### src/rtl/core/rkss_pkg.sv
// Package with the shared widths, register map and control types of the k-smallest sum block.
package rkss_pkg;

	// Field widths
	localparam int VALUE_W = 32;
	localparam int SUM_W   = 38;
	localparam int CFG_W   = 7;

	// Default number of cells in the chain
	localparam int MAX_KEEP_DEF = 64;

	// APB register map
	localparam int APB_DATA_W = 32;
	localparam int APB_ADDR_W = 2;
	localparam logic [APB_ADDR_W-1:0] ADDR_KEEP_COUNT = 2'd0;

	// Control word broadcast to every cell of the chain
	typedef struct packed {
		logic clear;   // drop all held values
		logic insert;  // the current item enters the chain
		logic grow;    // the chain gains one occupied cell
	} cell_ctrl_t;

endpackage

### src/rtl/core/rkss_cell.sv
// One cell of the sorted insertion chain: holds one value and its occupied flag.
module rkss_cell #(
	parameter int IDX = 0,
	parameter int KW  = 7
) (
	input  logic                        clk,
	input  logic                        arst_n,
	input  rkss_pkg::cell_ctrl_t        ctrl,
	input  logic [rkss_pkg::VALUE_W-1:0] new_val,
	input  logic [KW-1:0]               eff_k,
	input  logic                        left_occ,
	input  logic [rkss_pkg::VALUE_W-1:0] left_val,
	output logic                        occ,
	output logic [rkss_pkg::VALUE_W-1:0] val,
	output logic                        tail_occ,
	output logic [rkss_pkg::VALUE_W-1:0] tail_val
);

	logic                         occ_q;
	logic [rkss_pkg::VALUE_W-1:0] val_q;
	logic                         is_last;
	logic [rkss_pkg::VALUE_W-1:0] val_next;

	// This cell is the last one kept when k equals its position plus one.
	assign is_last = (eff_k == KW'(IDX + 1));

	// Take the left neighbor's value when it is larger than the new item, else the
	// new item if this cell is empty or larger, else keep what is held.
	always_comb begin
		if (left_occ && (left_val > new_val)) begin
			val_next = left_val;
		end else if (!occ_q || (val_q > new_val)) begin
			val_next = new_val;
		end else begin
			val_next = val_q;
		end
	end

	// Occupied flag grows as a prefix from cell zero.
	always_ff @(posedge clk or negedge arst_n) begin
		if (!arst_n) begin
			occ_q <= 1'b0;
		end else if (ctrl.clear) begin
			occ_q <= 1'b0;
		end else if (ctrl.grow) begin
			occ_q <= left_occ | (IDX == 0);
		end
	end

	// Held value; an empty cell may hold anything.
	always_ff @(posedge clk) begin
		if (ctrl.insert) begin
			val_q <= val_next;
		end
	end

	assign occ      = occ_q;
	assign val      = val_q;
	assign tail_occ = is_last & occ_q;
	assign tail_val = is_last ? val_q : '0;

endmodule

### config.mk
export PLATFORM = sky130hd
export DESIGN_NAME = rkss_cell
export DESIGN_NICKNAME = d
export VERILOG_FILES = /design/src/rtl/core/rkss_pkg.sv /design/src/rtl/core/rkss_cell.sv
export SDC_FILE = /design/constraint.sdc
export NUM_CORES = 1
export LEC_CHECK = 0
export ABC_AREA = 0
export CAP_MARGIN = 20
export CORE_ASPECT_RATIO = 0.5
export CORE_MARGIN = 1.5
export CORE_UTILIZATION = 40
export DETAILED_ROUTE_END_ITERATION = 7
export DONT_BUFFER_PORTS = 1
export GPL_TIMING_DRIVEN = 1
export PLACE_DENSITY = 0.61
export SYNTH_ARGS = -nofsm -noshare
export SYNTH_HDL_FRONTEND = slang
export SYNTH_SLANG_ARGS = --single-unit
### constraint.sdc
create_clock -name clk -period 5.75 [get_ports clk]
set_clock_uncertainty 0.05 [all_clocks]
set_input_delay 1.15 -clock clk [delete_from_list [all_inputs] [get_ports clk]]
set_output_delay 1.15 -clock clk [all_outputs]
set_load 0.1 [all_outputs]
* Word level (Yosys, flattened, before mapping) *
Cells that the tools add are included.

cells by class
  equality and inequality tests = 1
  $lt $le $gt $ge = 2
  shift operators = 0
  $mul = 0
  reduce and logical (&&, ||, !) cells = 6
  $add $sub $neg = 0
  divide/modulo/power cells = 0
  mux-type cells = 5
  bitwise logic cells = 1

operator list
  cell                                            count
  2-to-1 mux 32 bit                               3
  > comparator 32 bit                             2
  == test 7 x 1 -> 1 bit (second input constant)  1
  nonzero test 2 bit                              2
  2-to-1 mux 1 bit                                2
  AND reduction 2 bit                             1
  AND 1 bit                                       1
  logical AND 1 bit                               1
  logical NOT 1 bit                               1
  logical OR 1 bit                                1

word-level totals
  latch bits = 0
  bits in writable memories = 0
  bits of input ports = 77
  output and inout port bits = 66
  logic and storage cells = 17
  memories = 0
  flip-flop bits (word level) = 33
  memory bits (read-only) = 0

* Longest topological paths before layout *
  depth after elaboration = 4
  depth in mapped cells = 10
  depth with buffers taken out = 8

* Least setup slack after synthesis *
No wires, ideal clock.

  path kind = input-to-reg
  start point = input new_val[1] (netlist name)
  end point = register val_q (netlist bit val[0]), enable pin
  arrival time = 4,299 ps
  path buffers = 2
  setup slack = 960 ps
  stages on the path = 10
  library setup time = 441 ps
  required time = 5,259 ps
  cells stage by stage = inv_1 > ha_1 > nor2b_2 > o211ai_1 > a2111oi_2 > nor4_1 > o32a_1 > buf_6 > buf_6 > a31oi_1

on the way
  word-level cells in the longest chain between the ends = 4
  elaborated cells on any way between the ends = 6
  those cells by class = 2 x order compare; 4 x reduce/logical

ends and longest elaborated chain
  element                                                       line                              source
  start: declaration                                            rkss_cell.sv:9                    input logic [rkss_pkg::VALUE_W-1:0] new_val,
  > comparator 32 bit, on equally long branches                 rkss_cell.sv:30, rkss_cell.sv:32
  logical AND 1 bit / logical OR 1 bit (equally long branches)  rkss_cell.sv:30, rkss_cell.sv:32
  nonzero test 2 bit (no line) (*)                              --
  AND reduction 2 bit (no line) (*)                             --
  end signal: assignment                                        rkss_cell.sv:53                   val_q <= val_next;
  end: declaration                                              rkss_cell.sv:20                   logic [rkss_pkg::VALUE_W-1:0] val_q;

Every way passes the cells marked *; elsewhere a longest branch is shown, timed or not.
A chain may end at the register's enable or synchronous reset.

* Worst setup path after layout *
  start point = input eff_k[4]
  end point = output tail_val[28] (netlist name)

on the way
  word-level cells in the longest chain between the ends = 2

ends and longest elaborated chain
  element                 line             source
  start: declaration      rkss_cell.sv:10  input logic [KW-1:0] eff_k,
  == test 7 x 1 -> 1 bit  rkss_cell.sv:25  assign is_last = (eff_k == KW'(IDX + 1));
  2-to-1 mux 32 bit       rkss_cell.sv:60  assign tail_val = is_last ? val_q : '0;
  end: declaration        rkss_cell.sv:16  output logic [rkss_pkg::VALUE_W-1:0] tail_val

Every way passes these cells.

==> results.toml <==
[timing]
relSlewSlack_pct = 34.3
rsz0062_at_grt = "false"
finalMaxSlewViolations = 0
finalCritPeriodShare_pct = 75.4
hold_violations = 0
setup_viol = 0
finalSetupTns_ns = 0
fin_crit_ns = 4.34
max_slew.worst_pin.slew_ns = 0.985
max_freq_mhz = 231

[setup_path]
critPathKind = "input port to output port"
critPathArrivalTime_ns = 3.14
path_max_fanout = 13
cp_slowest_cell = "and2_1"
start_kind = "input port"
required_ns = 4.55
end_kind = "output port"
max_stage_delay_ns = 0.86
path_cells = "or4_1 > nor4b_4 > and2_1"

[run_status]
status = "finished, final reports clean"

[clock_network]
post_cts_buffers = 0
numCtsBuffers = 5
hold_buffers = 0
htreeDepth = 2
clkTransAtPathRegs_ns = 0.06
clk_latency_ns = 0.28
cts-root-buf = "clkbuf_16"
clkSinkCount = 33
postCtsResizedCells = 0
clock_path_buffers = 2
cts_tree = "yes"

[finish]
diodes = 0
final_cell_mix = "64 x ha_1, 34 x inv_1, 33 x and2_1"
syn_to_final_growth_pct = 13.5
drive_gt1_share_pct = 19.6
nNetsFinal = 468
final_common_cell = "ha_1"

[logic_synthesis]
synth_seq_cells = 33
ys_types = 36
netlist_instances = 303
synth.area.top_cells = "edfxtp_1 29%, ha_1 25%, mux2_4 13%"
syn_nets = 444
synthArstFlopShare_pct = 3.03
yosysSeqAreaShare_pct = 30.2
synth.largest_area_cell = "edfxtp_1"
synth-edff-count = 32
yosysWarnings = 0
syn_area_um2 = 3260
synth_top_flop_cell = "edfxtp_1"
synth_top_area_share_pct = 29.5
synth.avg_cell_area_um2 = 10.8

[die]
die_area_um2 = 8740
die_y_um = 66.9
coreArea_um2 = 7940
start_util_pct = 41.1
io_pins = 143
rows = 23
die_x_um = 131

[global_route]
track_usage_pct = 18.6
grt_pass1_vias = 2460
grt_pass1_wl_um = 12200
grt_max_degree = 33
grt-ovfl-total = 0
antenna_found_initial = 0

[drt]
viasPerCell = 5.33
drc = 0
drtAntennaViolNets = 0
vias = 2340
drt_iter0_markers = 116
wl_per_cell_um = 18.4
firstDrtPassIters = 4
routed_wirelength_um = 8060

[place]
hpwl_um = 6630
place_congestion = 0.757
io_buffer_count = 0

[worst_hold_path]
hold_path_class = "input port to async pin"

[run]
max-cap-violations = 0

[power_and_ir_drop]
p_per_area_nw_per_um2 = 243
power_mw = 0.900
p_leak_nw = 1.78
ir_worst_vdd_mv = 0.102
-- state kept, by name, indices dropped and copies added (netlist names) --
register,count
occ,1
val,32
-- worst paths after layout --
kind / start / slack, ns / cells after the start / endpoint
worst max register to register: val[15]$_DFFE_PP_ / 1.94 / 8 / val[8]$_DFFE_PP_
worst max-delay path: eff_k[4] / 1.41 / 3 / tail_val[28]
min in group clk: ctrl[2] / 0.89 / 1 / occ$_DFFE_PN0P_
worst min-delay path: arst_n / 0.51 / 0 / occ$_DFFE_PN0P_
max in group asynchronous: arst_n / 5.07 / 0 / occ$_DFFE_PN0P_
worst min register to register: occ$_DFFE_PN0P_ / 1.03 / 2 / occ$_DFFE_PN0P_
-- power breakdown --
group / switching [mW] / internal (mW) / leakage [nW]
logic: 0.0958 / 0.0886 / 1.39
clock network: 0.101 / 0.157 / 0.0644
registers: 0.164 / 0.294 / 0.322
total: 0.361 / 0.539 / 1.78
-- critical path, delay by kind of cell --
kind / cells / cell delay, ns
AND/OR/NAND/NOR: 3 / 1.98
-- cell families (layout without fill, tap and decap cells) --
kind of cell | Yosys count | in the layout | synth area share [%]
multiplexers | 32 | 32 | 14.4
buffers and inverters | 41 | 65 | 5.64
AO/OA/AOI/OAI | 48 | 48 | 9.74
adder cells (fa/ha/maj) | 64 | 64 | 24.5
flip-flops | 33 | 33 | 30.2
AND/OR/NAND/NOR | 85 | 85 | 15.5
-- synthesized netlist by cell type (2+ instances only) --
cell       number
ha_1           64
inv_1          34
and2_1         33
edfxtp_1       32
mux2_4         29
a21oi_1        18
nand4_1        14
nand3_1        10
a21o_1          9
nand2_1         8
nor2_1          6
a211oi_1        5
o21ai_0         5
buf_6           4
clkbuf_1        3
mux2_1          3
nor4_1          3
a2111oi_0       2
nor2b_1         2
o211ai_1        2
or4_1           2
-- metrics by stage --
stage | util (%) | setup slack [ns] | std cells | cell area (um^2) | hold WS (ns)
floorplan | - | 0.960 | 303 | 3260 | 0.804
global placement | 44.6 | 1.42 | 431 | 3540 | 0.804
detailed placement | 45.0 | 1.36 | 432 | 3570 | 0.804
CTS | 46.6 | 1.36 | 439 | 3700 | 0.506
global route | 46.6 | 1.27 | 439 | 3700 | 0.499
finish | 46.6 | 1.41 | 439 | 3700 | 0.511
-- layout make-up --
class / count / area (um^2)
fill: 740 / 4240
multi-input combinational: 229 / 2120
sequential: 33 / 986
timing repair buffer: 24 / 200
tap: 112 / 140
clock buffer: 6 / 129
inverter: 34 / 128
clock inverter: 1 / 3.75
-- layer usage --
| metal | routed length, um | global-route usage [%] | vias to the layer above |
|---|---|---|---|
| li1 | - | - | 1170 |
| met1 | 3550 | 22.8 | 1095 |
| met2 | 3930 | 32.7 | 67 |
| met3 | 481 | 5.14 | 8 |
| met4 | 91 | 4.67 | 0 |
| met5 | 0 | 0 | - |
No activity file was read; power rests on OpenSTA's default activity.
